File: config.mk
export PLATFORM = sky130hd
export DESIGN_NAME = ata_pio_lba28_request_sequencer
export DESIGN_NICKNAME = d
export VERILOG_FILES = /design/src/hw/rtl/aps_pkg.sv /design/src/hw/rtl/ata_pio_lba28_request_sequencer.sv /design/src/hw/rtl/aps_out_fifo.sv /design/src/hw/rtl/aps_front.sv /design/src/hw/rtl/aps_back.sv
export VERILOG_INCLUDE_DIRS = /design/src /design/src/hw/rtl
export SDC_FILE = /design/constraint.sdc
export NUM_CORES = 1
export LEC_CHECK = 0
export BUFFER_PORTS_ARGS = -buffer_cell sky130_fd_sc_hd__clkbuf_2
export CORE_MARGIN = 2
export CORE_UTILIZATION = 34
export DETAILED_ROUTE_END_ITERATION = 8
export PLACE_DENSITY_LB_ADDON = 0.12
export SETUP_SLACK_MARGIN = 0.4
export SYNTH_ARGS = -nofsm -noshare
export SYNTH_HDL_FRONTEND = slang
export SYNTH_HIERARCHICAL = 1
export SYNTH_SLANG_ARGS = --single-unit
File: constraint.sdc
create_clock -name clk -period 5.2 [get_ports clk]
set_clock_uncertainty 0.1 [all_clocks]
set_input_delay 0.52 -clock clk [delete_from_list [all_inputs] [get_ports clk]]
set_output_delay 0.52 -clock clk [all_outputs]
set_load 0.05 [all_outputs]
File: src/hw/rtl/ata_pio_lba28_request_sequencer_assert.svh
// ----------------------------------------------------------------------------
// Assertion macros for the ATA PIO LBA28 request sequencer
// Immediate-free concurrent property wrappers, empty for synthesis.
// ----------------------------------------------------------------------------
`ifndef ATA_PIO_LBA28_REQUEST_SEQUENCER_ASSERT_SVH
`define ATA_PIO_LBA28_REQUEST_SEQUENCER_ASSERT_SVH
`ifndef SYNTHESIS
`define APS_ASSERT_IMPL(label, clk, rst_n, prop, msg) \
	label: assert property (@(posedge clk) disable iff (!rst_n) (prop)) else $error(msg);
`define APS_ASSERT_NEVER(label, clk, rst_n, cond, msg) \
	label: assert property (@(posedge clk) disable iff (!rst_n) !(cond)) else $error(msg);
`else
`define APS_ASSERT_IMPL(label, clk, rst_n, prop, msg)
`define APS_ASSERT_NEVER(label, clk, rst_n, cond, msg)
`endif
`endif

File: src/hw/rtl/aps_pkg.sv
// ----------------------------------------------------------------------------
// aps_pkg
// Shared types and constants of the ATA PIO LBA28 request sequencer.
// ----------------------------------------------------------------------------
package aps_pkg;
	localparam int QueueDepthDef = 8;
	localparam int ChunkLimitDef = 256;
	localparam int CountBitsDef  = 16;
	localparam int TagBitsDef    = 8;

	localparam logic [27:0] Lba28Mask = 28'hfff_ffff;
	localparam logic [7:0]  CmdRead   = 8'h20;
	localparam logic [7:0]  CmdWrite  = 8'h30;

	// result actions
	localparam logic [3:0] ActRegWr   = 4'd0;
	localparam logic [3:0] ActRdSec   = 4'd1;
	localparam logic [3:0] ActWrSec   = 4'd2;
	localparam logic [3:0] ActSecDone = 4'd3;
	localparam logic [3:0] ActIoErr   = 4'd4;
	localparam logic [3:0] ActRange   = 4'd5;
	localparam logic [3:0] ActFull    = 4'd6;
	localparam logic [3:0] ActNotHnd  = 4'd7;
	localparam logic [3:0] ActQueued  = 4'd8;

	// task-file registers
	localparam logic [2:0] RegSecCnt = 3'd2;
	localparam logic [2:0] RegSecNum = 3'd3;
	localparam logic [2:0] RegCylLo  = 3'd4;
	localparam logic [2:0] RegCylHi  = 3'd5;
	localparam logic [2:0] RegHead   = 3'd6;
	localparam logic [2:0] RegCmd    = 3'd7;

	// configuration register indexes
	localparam logic RegIdxSlave = 1'b0;
	localparam logic RegIdxBlocks = 1'b1;

	// one result word
	typedef struct packed {
		logic        last;
		logic        handled;
		logic [31:0] lba;
		logic [7:0]  tag;
		logic [7:0]  value;
		logic [2:0]  index;
		logic [3:0]  action;
	} result_t;
endpackage

File: src/hw/rtl/ata_pio_lba28_request_sequencer.sv
// ----------------------------------------------------------------------------
// ata_pio_lba28_request_sequencer
// Host-side ATA PIO LBA28 request sequencer: queue, range check, task file.
// ----------------------------------------------------------------------------
// channel | direction | contents
// s_axis  | in        | tuser kind; tdata tag, is_write, lba, sector_count, status
// m_axis  | out       | tuser action; tdata reg_index..report_lba, handled; tlast
// cfg     | in        | wr_en, wr_index, wr_data (is_slave, block_count)
// One input item passes through the front stage, then through the sequencer states;
// the sector bookkeeping state and the write-claim decision emit nothing.
// Reset clears the queue pointers, fill count and sequencer state.
// A stall on the output holds the sequencer; the front keeps one item ready.
module ata_pio_lba28_request_sequencer #(
	parameter int QueueDepth = aps_pkg::QueueDepthDef,
	parameter int ChunkLimit = aps_pkg::ChunkLimitDef,
	parameter int CountBits  = aps_pkg::CountBitsDef,
	parameter int TagBits    = aps_pkg::TagBitsDef
) (
	input  logic        clk,
	input  logic        arst_n,
	input  logic        wr_en,
	input  logic        wr_index,
	input  logic [31:0] wr_data,
	input  logic        s_axis_tvalid,
	output logic        s_axis_tready,
	// tdata: tag, is_write, lba, sector_count, status (from bit 0)
	input  logic [((TagBits + CountBits + 41 + 7) / 8) * 8 - 1:0] s_axis_tdata,
	// tuser: kind
	input  logic        s_axis_tuser,
	output logic        m_axis_tvalid,
	input  logic        m_axis_tready,
	// tdata: reg_index, reg_value, report_tag, report_lba, handled (from bit 0)
	output logic [55:0] m_axis_tdata,
	// tuser: action
	output logic [3:0]  m_axis_tuser,
	output logic        m_axis_tlast
);
	import aps_pkg::*;
	`include "ata_pio_lba28_request_sequencer_assert.svh"

	localparam int LbaLo = TagBits + 1;
	localparam int CntLo = LbaLo + 32;
	localparam int StLo  = CntLo + CountBits;

	logic        is_slave_q;
	logic [31:0] block_count_q;
	logic        cmd_valid, cmd_ready, cmd_kind, cmd_range, cmd_wr;
	logic [TagBits-1:0] cmd_tag;
	logic [31:0] cmd_lba;
	logic [CountBits-1:0] cmd_cnt;
	logic [7:0]  cmd_status;
	logic        res_room, res_push, res_empty, busy;
	result_t     res_data, out_data;

	// configuration registers
	always_ff @(posedge clk or negedge arst_n) begin
		if (!arst_n) begin
			is_slave_q <= 1'b0;
			block_count_q <= '0;
		end else if (wr_en) begin
			case (wr_index)
				RegIdxSlave: is_slave_q <= wr_data[0];
				RegIdxBlocks: block_count_q <= wr_data;
				default: ;
			endcase
		end
	end

	aps_front #(.CountBits(CountBits), .TagBits(TagBits)) u_front (
		.clk, .arst_n, .block_count(block_count_q),
		.in_valid(s_axis_tvalid), .in_ready(s_axis_tready),
		.kind(s_axis_tuser), .tag(s_axis_tdata[TagBits-1:0]),
		.is_write(s_axis_tdata[TagBits]), .lba(s_axis_tdata[LbaLo +: 32]),
		.sector_count(s_axis_tdata[CntLo +: CountBits]),
		.status(s_axis_tdata[StLo +: 8]),
		.cmd_valid, .cmd_ready, .cmd_kind, .cmd_range, .cmd_tag, .cmd_wr,
		.cmd_lba, .cmd_cnt, .cmd_status
	);

	aps_back #(.QueueDepth(QueueDepth), .ChunkLimit(ChunkLimit),
		.CountBits(CountBits), .TagBits(TagBits)) u_back (
		.clk, .arst_n, .is_slave(is_slave_q),
		.cmd_valid, .cmd_ready, .cmd_kind, .cmd_range, .cmd_tag, .cmd_wr,
		.cmd_lba, .cmd_cnt, .cmd_status,
		.res_room, .res_push, .res_data, .busy
	);

	aps_out_fifo u_out (
		.clk, .arst_n, .push(res_push), .push_data(res_data), .has_room(res_room),
		.empty(res_empty), .out_valid(m_axis_tvalid), .out_ready(m_axis_tready),
		.out_data
	);

	assign m_axis_tuser = out_data.action;
	assign m_axis_tlast = out_data.last;
	assign m_axis_tdata = {4'b0, out_data.handled, out_data.lba, out_data.tag,
		out_data.value, out_data.index};

	// handled only rides on the final result
	`APS_ASSERT_NEVER(a_handled_last, clk, arst_n,
		m_axis_tvalid && m_axis_tdata[51] && !m_axis_tlast, "handled without last")
	// register writes carry no tag
	`APS_ASSERT_NEVER(a_regwr_tag, clk, arst_n,
		res_push && res_data.action == ActRegWr && res_data.tag != 8'd0, "tag on reg write")
	// nothing is produced while the sequencer idles without a command
	`APS_ASSERT_IMPL(a_idle_quiet, clk, arst_n,
		(!busy && !cmd_valid) |-> !res_push, "result while idle")
	// output fifo never reports empty while showing data
	`APS_ASSERT_NEVER(a_fifo_flags, clk, arst_n, res_empty && m_axis_tvalid, "fifo flags")
endmodule

File: src/hw/rtl/aps_out_fifo.sv
// ----------------------------------------------------------------------------
// aps_out_fifo
// Short result queue between the sequencer and the output channel.
// ----------------------------------------------------------------------------
module aps_out_fifo (
	input  logic             clk,
	input  logic             arst_n,
	input  logic             push,
	input  aps_pkg::result_t push_data,
	output logic             has_room,
	output logic             empty,
	output logic             out_valid,
	input  logic             out_ready,
	output aps_pkg::result_t out_data
);
	import aps_pkg::*;

	result_t    mem_q [4];
	logic [1:0] wp_q, rp_q;
	logic [2:0] cnt_q;
	logic       pop;

	assign pop       = out_valid && out_ready;
	assign out_valid = cnt_q != 3'd0;
	assign empty     = cnt_q == 3'd0;
	assign has_room  = cnt_q < 3'd3;
	assign out_data  = mem_q[rp_q];

	// storage
	always_ff @(posedge clk) begin
		if (push) mem_q[wp_q] <= push_data;
	end

	// pointers
	always_ff @(posedge clk or negedge arst_n) begin
		if (!arst_n) begin
			wp_q <= '0; rp_q <= '0; cnt_q <= '0;
		end else begin
			if (push) wp_q <= wp_q + 2'd1;
			if (pop) rp_q <= rp_q + 2'd1;
			cnt_q <= cnt_q + {2'b0, push} - {2'b0, pop};
		end
	end
endmodule

File: src/hw/rtl/aps_front.sv
// ----------------------------------------------------------------------------
// aps_front
// Takes input items, checks submits against the block count and for a zero sector
// count, and hands classified commands to the sequencer through a one-entry stage.
// ----------------------------------------------------------------------------
module aps_front #(
	parameter int CountBits = aps_pkg::CountBitsDef,
	parameter int TagBits   = aps_pkg::TagBitsDef
) (
	input  logic                 clk,
	input  logic                 arst_n,
	input  logic [31:0]          block_count,
	input  logic                 in_valid,
	output logic                 in_ready,
	input  logic                 kind,
	input  logic [TagBits-1:0]   tag,
	input  logic                 is_write,
	input  logic [31:0]          lba,
	input  logic [CountBits-1:0] sector_count,
	input  logic [7:0]           status,
	output logic                 cmd_valid,
	input  logic                 cmd_ready,
	output logic                 cmd_kind,
	output logic                 cmd_range,
	output logic [TagBits-1:0]   cmd_tag,
	output logic                 cmd_wr,
	output logic [31:0]          cmd_lba,
	output logic [CountBits-1:0] cmd_cnt,
	output logic [7:0]           cmd_status
);
	// single-entry holding stage with range flag
	logic                 full_q;
	logic                 kind_q, range_q, wr_q;
	logic [TagBits-1:0]   tag_q;
	logic [31:0]          lba_q;
	logic [CountBits-1:0] cnt_q;
	logic [7:0]           st_q;
	logic [32:0]          sum;

	assign sum      = {1'b0, lba} + 33'(sector_count);
	assign in_ready = !full_q || cmd_ready;
	assign cmd_valid = full_q;
	assign cmd_kind = kind_q;
	assign cmd_range = range_q;
	assign cmd_tag = tag_q;
	assign cmd_wr = wr_q;
	assign cmd_lba = lba_q;
	assign cmd_cnt = cnt_q;
	assign cmd_status = st_q;

	// payload capture
	always_ff @(posedge clk) begin
		if (in_valid && in_ready) begin
			kind_q  <= kind;
			range_q <= (sector_count == '0) || (sum > {1'b0, block_count});
			wr_q    <= is_write;
			tag_q   <= tag;
			lba_q   <= lba;
			cnt_q   <= sector_count;
			st_q    <= status;
		end
	end

	// occupancy
	always_ff @(posedge clk or negedge arst_n) begin
		if (!arst_n) full_q <= 1'b0;
		else if (in_valid && in_ready) full_q <= 1'b1;
		else if (cmd_ready) full_q <= 1'b0;
	end
endmodule

File: src/hw/rtl/aps_back.sv
// ----------------------------------------------------------------------------
// aps_back
// Holds the request queue and chunk counter; steps through the task-file writes and
// reports of one command, stalling while the output lacks room, before it takes another.
// ----------------------------------------------------------------------------
module aps_back #(
	parameter int QueueDepth = aps_pkg::QueueDepthDef,
	parameter int ChunkLimit = aps_pkg::ChunkLimitDef,
	parameter int CountBits  = aps_pkg::CountBitsDef,
	parameter int TagBits    = aps_pkg::TagBitsDef
) (
	input  logic                 clk,
	input  logic                 arst_n,
	input  logic                 is_slave,
	input  logic                 cmd_valid,
	output logic                 cmd_ready,
	input  logic                 cmd_kind,
	input  logic                 cmd_range,
	input  logic [TagBits-1:0]   cmd_tag,
	input  logic                 cmd_wr,
	input  logic [31:0]          cmd_lba,
	input  logic [CountBits-1:0] cmd_cnt,
	input  logic [7:0]           cmd_status,
	input  logic                 res_room,
	output logic                 res_push,
	output aps_pkg::result_t     res_data,
	output logic                 busy
);
	import aps_pkg::*;

	localparam int PtrBits = (QueueDepth > 1) ? $clog2(QueueDepth) : 1;
	localparam int FillBits = $clog2(QueueDepth + 1);
	localparam int ChunkBits = $clog2(ChunkLimit + 1);

	typedef enum logic [3:0] {
		S_IDLE, S_DECIDE, S_HEAD, S_CYLHI, S_CYLLO, S_SECNUM, S_SECCNT, S_CMD,
		S_WRSEC, S_XFER, S_DONE, S_DRAIN
	} state_t;

	state_t               state_q;
	logic [TagBits-1:0]   qtag_q [QueueDepth];
	logic                 qwr_q [QueueDepth];
	logic [31:0]          qlba_q [QueueDepth];
	logic [CountBits-1:0] qcnt_q [QueueDepth];
	logic [PtrBits-1:0]   rp_q, wp_q;
	logic [FillBits-1:0]  fill_q;
	logic [ChunkBits-1:0] chunk_q;
	logic [7:0]           st_q;
	logic                 err_q;

	// head entry
	logic [TagBits-1:0]   h_tag;
	logic                 h_wr;
	logic [31:0]          h_lba;
	logic [CountBits-1:0] h_cnt;
	logic [27:0]          l28;
	logic [ChunkBits-1:0] chunk_n;
	logic                 claim;
	logic [7:0]           head_sel;

	assign h_tag = qtag_q[rp_q];
	assign h_wr  = qwr_q[rp_q];
	assign h_lba = qlba_q[rp_q];
	assign h_cnt = qcnt_q[rp_q];
	assign l28   = h_lba[27:0] & Lba28Mask;
	assign chunk_n = (32'(h_cnt) < ChunkLimit) ? ChunkBits'(h_cnt) : ChunkBits'(ChunkLimit);
	assign claim = h_wr ? !st_q[7] : (st_q[0] || st_q[3]);
	assign head_sel = 8'hE0 | {3'b0, is_slave, 4'b0};

	assign cmd_ready = (state_q == S_IDLE) && res_room;
	assign busy = state_q != S_IDLE;

	function automatic logic [PtrBits-1:0] ptr_inc(input logic [PtrBits-1:0] p);
		ptr_inc = (32'(p) == QueueDepth - 1) ? '0 : p + PtrBits'(1);
	endfunction

	// result word for the current state
	always_comb begin
		res_push = 1'b0;
		res_data = '0;
		if (res_room) begin
			case (state_q)
				S_IDLE: begin
					if (cmd_valid) begin
						res_push = 1'b1;
						if (!cmd_kind) begin
							res_data.tag = 8'(cmd_tag);
							res_data.lba = cmd_lba;
							if (cmd_range) res_data.action = ActRange;
							else if (32'(fill_q) >= QueueDepth) res_data.action = ActFull;
							else res_data.action = ActQueued;
							res_data.last = cmd_range || (32'(fill_q) >= QueueDepth)
								|| (fill_q != '0);
						end else if (fill_q == '0) begin
							res_data.action = ActNotHnd;
							res_data.last = 1'b1;
						end else begin
							res_data.action = ActRegWr;
							res_data.index = RegHead;
							res_data.value = head_sel;
						end
					end
				end
				S_DECIDE: begin
					res_push = 1'b1;
					if (!claim) begin
						res_data.action = ActNotHnd;
						res_data.last = 1'b1;
					end else if (st_q[0]) begin
						res_data.action = ActIoErr;
						res_data.tag = 8'(h_tag);
						res_data.lba = h_lba;
					end else if (!h_wr) begin
						res_data.action = ActRdSec;
						res_data.tag = 8'(h_tag);
						res_data.lba = h_lba;
					end else begin
						res_push = 1'b0;
					end
				end
				S_HEAD: begin
					res_push = 1'b1;
					res_data.index = RegHead;
					res_data.value = head_sel | {4'b0, l28[27:24]};
				end
				S_CYLHI: begin
					res_push = 1'b1; res_data.index = RegCylHi; res_data.value = l28[23:16];
				end
				S_CYLLO: begin
					res_push = 1'b1; res_data.index = RegCylLo; res_data.value = l28[15:8];
				end
				S_SECNUM: begin
					res_push = 1'b1; res_data.index = RegSecNum; res_data.value = l28[7:0];
				end
				S_SECCNT: begin
					res_push = 1'b1; res_data.index = RegSecCnt; res_data.value = 8'(chunk_n);
				end
				S_CMD: begin
					res_push = 1'b1;
					res_data.index = RegCmd;
					res_data.value = h_wr ? CmdWrite : CmdRead;
					res_data.last = !h_wr;
					res_data.handled = !h_wr && err_q;
				end
				S_WRSEC: begin
					res_push = 1'b1;
					res_data.action = ActWrSec;
					res_data.tag = 8'(h_tag);
					res_data.lba = h_lba;
					res_data.last = 1'b1;
					res_data.handled = err_q;
				end
				S_DONE: begin
					// sector done is last only when the read request continues in this chunk
					res_push = 1'b1;
					res_data.action = ActSecDone;
					res_data.tag = 8'(h_tag);
					res_data.lba = h_lba;
					res_data.last = (h_cnt != '0) && (chunk_q != '0) && !h_wr;
					res_data.handled = (h_cnt != '0) && (chunk_q != '0) && !h_wr;
				end
				S_DRAIN: begin
					res_push = 1'b1;
					res_data.index = RegHead;
					res_data.value = is_slave ? 8'h00 : 8'h10;
					res_data.last = 1'b1;
					res_data.handled = 1'b1;
				end
				default: res_push = 1'b0;
			endcase
		end
	end

	// queue storage
	always_ff @(posedge clk) begin
		if (cmd_valid && cmd_ready && !cmd_kind && !cmd_range
			&& 32'(fill_q) < QueueDepth) begin
			qtag_q[wp_q] <= cmd_tag;
			qwr_q[wp_q]  <= cmd_wr;
			qlba_q[wp_q] <= cmd_lba;
			qcnt_q[wp_q] <= cmd_cnt;
		end else if (state_q == S_XFER && res_room) begin
			qlba_q[rp_q] <= h_lba + 32'd1;
			if (h_cnt != '0) qcnt_q[rp_q] <= h_cnt - CountBits'(1);
		end
	end

	// sequencer; err_q marks a claimed interrupt so the final result carries handled
	always_ff @(posedge clk or negedge arst_n) begin
		if (!arst_n) begin
			state_q <= S_IDLE;
			rp_q <= '0; wp_q <= '0; fill_q <= '0; chunk_q <= '0;
			st_q <= '0; err_q <= 1'b0;
		end else if (res_room) begin
			case (state_q)
				S_IDLE: begin
					if (cmd_valid) begin
						st_q <= cmd_status;
						err_q <= 1'b0;
						if (!cmd_kind) begin
							if (!cmd_range && 32'(fill_q) < QueueDepth) begin
								wp_q <= ptr_inc(wp_q);
								fill_q <= fill_q + FillBits'(1);
								if (fill_q == '0) state_q <= S_HEAD;
							end
						end else if (fill_q != '0) begin
							state_q <= S_DECIDE;
						end
					end
				end
				S_DECIDE: begin
					if (!claim) state_q <= S_IDLE;
					else begin
						err_q <= 1'b1;
						if (st_q[0]) begin
							rp_q <= ptr_inc(rp_q);
							fill_q <= fill_q - FillBits'(1);
							state_q <= (fill_q > FillBits'(1)) ? S_HEAD : S_DRAIN;
						end else state_q <= S_XFER;
					end
				end
				S_HEAD: state_q <= S_CYLHI;
				S_CYLHI: state_q <= S_CYLLO;
				S_CYLLO: state_q <= S_SECNUM;
				S_SECNUM: state_q <= S_SECCNT;
				S_SECCNT: begin
					chunk_q <= chunk_n;
					state_q <= S_CMD;
				end
				S_CMD: state_q <= h_wr ? S_WRSEC : S_IDLE;
				S_WRSEC: state_q <= S_IDLE;
				S_XFER: begin
					if (chunk_q != '0) chunk_q <= chunk_q - ChunkBits'(1);
					state_q <= S_DONE;
				end
				S_DONE: begin
					if (h_cnt == '0) begin
						rp_q <= ptr_inc(rp_q);
						fill_q <= fill_q - FillBits'(1);
						state_q <= (fill_q > FillBits'(1)) ? S_HEAD : S_DRAIN;
					end else if (chunk_q == '0) state_q <= S_HEAD;
					else if (h_wr) state_q <= S_WRSEC;
					else state_q <= S_IDLE;
				end
				S_DRAIN: state_q <= S_IDLE;
				default: state_q <= S_IDLE;
			endcase
		end
	end
endmodule
==> flow_metrics.tcl <==
set metrics [dict create \
    die_w_um 328.5 \
    gr-total-overflow 0 \
    worst_setup_path_type "in -> reg" \
    setup_total_negative_slack_ps 0 \
    clk-insertion-delay-late_ps 640 \
    status "completed" \
    placeableCoreArea_mm2 0.1048 \
    via_count_normalized_by_instance_count 5.195 \
    power-per-cell-area_mw_per_mm2 567.6 \
    critical_path.cell_chain "dlygate4sd3_1, clkbuf_2, ha_1, inv_1, fa_1, nand2b_1, a2111oi_2, a211oi_2, o21ai_2, nand3_1, xnor2_1, ha_1, nand4_1, or3_1, or3_1, o32ai_1, o21ai_0, nand3_1" \
    critical_path.max_fanout 7 \
    cts_sinks 814 \
    crit_path_start "s_axis_tdata[41]" \
    cts_buffer_depth 3 \
    portBuffers 157 \
    floorplan.die.height_um 328.5 \
    share_comb_of_total_power_pct 36.2 \
    via_count_of_the_first_global_routing_pass 21420 \
    first_pass_grt_wire_length_um 141100 \
    tritoncts_clock_tree "built" \
    worst_slack_placed_ps 621.2 \
    firstDrtPassIters 7 \
    critical-path-slowest-cell "sky130_fd_sc_hd__dlygate4sd3_1" \
    rr_endpoint "u_back/qlba_q[5][31]" \
    power.internal_mw 15.08 \
    vdd.ir_drop.worst_v 0.0004207 \
    antenna_violations_before_repair 3 \
    full_die_area_mm2 0.1079 \
    timing.critical_path.to "u_front/cmd_range" \
    post_cts.resized_instances 0 \
    r2r_cells 9 \
    share_seq_of_total_power_pct 38.2 \
    synthesis.instances 2201 \
    power.switching_fraction_pct 37.00 \
    post_synth.cell_area_avg_um2 16.27 \
    max-cap-violations 0 \
    critPathMaxStageDelay_ps 540 \
    data_arrival_at_the_endpoint_of_the_critical_path_ps 4890 \
    boundaryPins 174 \
    yosys_warnings 6 \
    final_net_count 2681 \
    drc 0 \
    finalWorstPathRequiredPeriod_ps 4521 \
    routed_wire_length_per_instance_um 24.27 \
    critical_path.startpoint_type "primary input" \
    cts_max_level 3 \
    rsz0062_at_grt "no" \
    timing.hold.worst.class "in -> reg" \
    fraction_of_final_layout_cells_with_drive_strength_greater_than_1_pct 24.76 \
    setup.reg_to_reg.worst_slack_ps 840 \
    cts.reportedPaths.clkPinSlew_ps 60 \
    via_count 20600 \
    switching_power_mw 8.860 \
    timing_hold_violations_final 0 \
    floorplan.rows 119 \
    maximum_number_of_pins_on_one_net_before_global_route_repair 63 \
    r2r-start "u_back/rp_q[1]" \
    cts_buf_count 87 \
    leakagePower_nw 14.82 \
    mappedNetlistArea_mm2 0.03581 \
    tightestPinTransition_ps 1105 \
    worst_setup_path_end_kind "flop" \
    layout-area-overhead-vs-synth_pct 17.79 \
    start_util_pct 34.16 \
    critPathRequiredTime_ps 5570 \
    layout_worst_path_cycle_share_pct 86.95 \
    finalSetupViolations 0 \
    finalWorstSetupSlack_ps 678.5 \
    clkPwrFrac_pct 25.6 \
    achievable-frequency_mhz 221.2 \
    gpl_wtd_cong 0.8844 \
    hpwlAfterDp_um 64930 \
    detail_route.iter0.violations 1923 \
    ctsRootBufferMaster "sky130_fd_sc_hd__clkbuf_16" \
    headroom_to_the_max_slew_limit_pct 26.33 \
    final_antenna_net_count 0 \
    grt.total_usage_pct 17.83 \
    finalMaxSlewViolations 0 \
    drt-total-wl_um 96220 \
]
-- state kept, by name, summed over array words and instances (netlist names), 3 cells and up --
register and count:
u_front/cmd_cnt 16, u_out/cnt_q 3, u_out/mem_q 228, u_back/state_q 4
u_front/cmd_tag 8, u_back/qwr_q 8, u_back/chunk_q 9, u_back/qcnt_q 128
u_front/cmd_lba 32, u_back/rp_q 3, u_back/qtag_q 64, u_back/st_q 3
u_back/qlba_q 256, u_back/fill_q 4, block_count_q 32, u_back/wp_q 3
u_front/cmd_status 3
-- stage by stage --
step                utilization [%]  hold WS, ps  std cells  cell area, um2  total power [mW]
finish                        40.24        37.30       3965           42180             23.94
global route                  40.24        11.09       3964           42180             25.12
CTS                           40.22       0.9952       3963           42160             24.22
detailed placement            36.88        372.5       3737           38660             17.97
global placement              36.88        369.1       3737           38660             17.87
floorplan                         -        124.4       2204           35820             15.12
-- placed cells by master (no fill, tap or decap), types with 19 or more instances in the layout --
master,n
sky130_fd_sc_hd__a21oi_1,64
sky130_fd_sc_hd__a22oi_1,35
sky130_fd_sc_hd__buf_4,80
sky130_fd_sc_hd__clkbuf_1,19
sky130_fd_sc_hd__clkbuf_16,89
sky130_fd_sc_hd__clkbuf_2,156
sky130_fd_sc_hd__dfrtp_1,63
sky130_fd_sc_hd__dlygate4sd3_1,66
sky130_fd_sc_hd__edfxtp_1,746
sky130_fd_sc_hd__ha_1,66
sky130_fd_sc_hd__inv_1,70
sky130_fd_sc_hd__mux2_2,23
sky130_fd_sc_hd__mux2_4,30
sky130_fd_sc_hd__mux2i_1,22
sky130_fd_sc_hd__mux4_2,157
sky130_fd_sc_hd__nand2_1,213
sky130_fd_sc_hd__nand3_1,26
sky130_fd_sc_hd__nand4_1,23
sky130_fd_sc_hd__nor2_1,114
sky130_fd_sc_hd__nor3_1,21
sky130_fd_sc_hd__o21ai_0,77
sky130_fd_sc_hd__xnor2_1,55
sky130_fd_sc_hd__xor2_1,25
-- area by class of cell --
class / count / area [um2]
Antenna cell: 1 / 2.502
Inverter: 73 / 274.0
Clock inverter: 47 / 473.0
Timing Repair Buffer: 315 / 2302
Sequential cell: 814 / 24120
Multi-Input combinational cell: 1211 / 10910
Clock buffer: 113 / 2367
Fill cell: 9708 / 62640
Tap cell: 1391 / 1740
-- how the worst min path moves through the flow --
| stage | startpoint | endpoint | depth (start not counted) |
|---|---|---|---|
| 2_1_floorplan | arst_n | block_count_q[0] | 0 |
| 3_3_place_gp | u_back/chunk_q[1] | u_back/chunk_q[1] | 2 |
| 3_5_place_dp | u_front/cmd_status[0] | u_back/st_q[0] | 1 |
| 4_1_cts | s_axis_tdata[22] | u_front/cmd_lba[13] | 1 |
| 5_1_grt | s_axis_tdata[37] | u_front/cmd_lba[28] | 1 |
| 6_report | s_axis_tdata[37] | u_front/cmd_lba[28] | 1 |
-- critical path: cells and delay by family --
kind	cells	cell delay, ps
AO/OA/AOI/OAI	5	1150
XOR/XNOR	1	150
adder cells (fa/ha/maj)	3	890
buffers and inverters	3	740
AND/OR/NAND/NOR	6	1450
-- per-layer routing --
| metal | up-vias | part of all wire [%] | routed length [um] | track usage, % |
|---|---|---|---|---|
| met5 | - | 0 | 0 | 0 |
| met4 | 0 | 2.8 | 2704 | 5.529 |
| met3 | 145 | 5.8 | 5540 | 3.280 |
| met2 | 590 | 47 | 45090 | 28.43 |
| met1 | 10650 | 45 | 42880 | 24.77 |
| li1 | 9215 | - | - | - |
-- power groups by stage --
stage	sequential (mW)	clock, mW	combinational [mW]
after global placement	9.27	0	8.60
after floorplan	8.78	0	6.34
final	9.14	6.14	8.67
after detailed placement	9.32	0	8.65
after global routing	9.26	6.55	9.32
after CTS	9.19	6.31	8.73
-- repair_timing --
action	4_1_cts	5_1_grt
setup endpoints to repair	0	8
hold buffers	66	0
endpoints found under the hold margin	97	0
buffers inserted	0	1
Note: power is estimated with default switching activity, not from simulation.
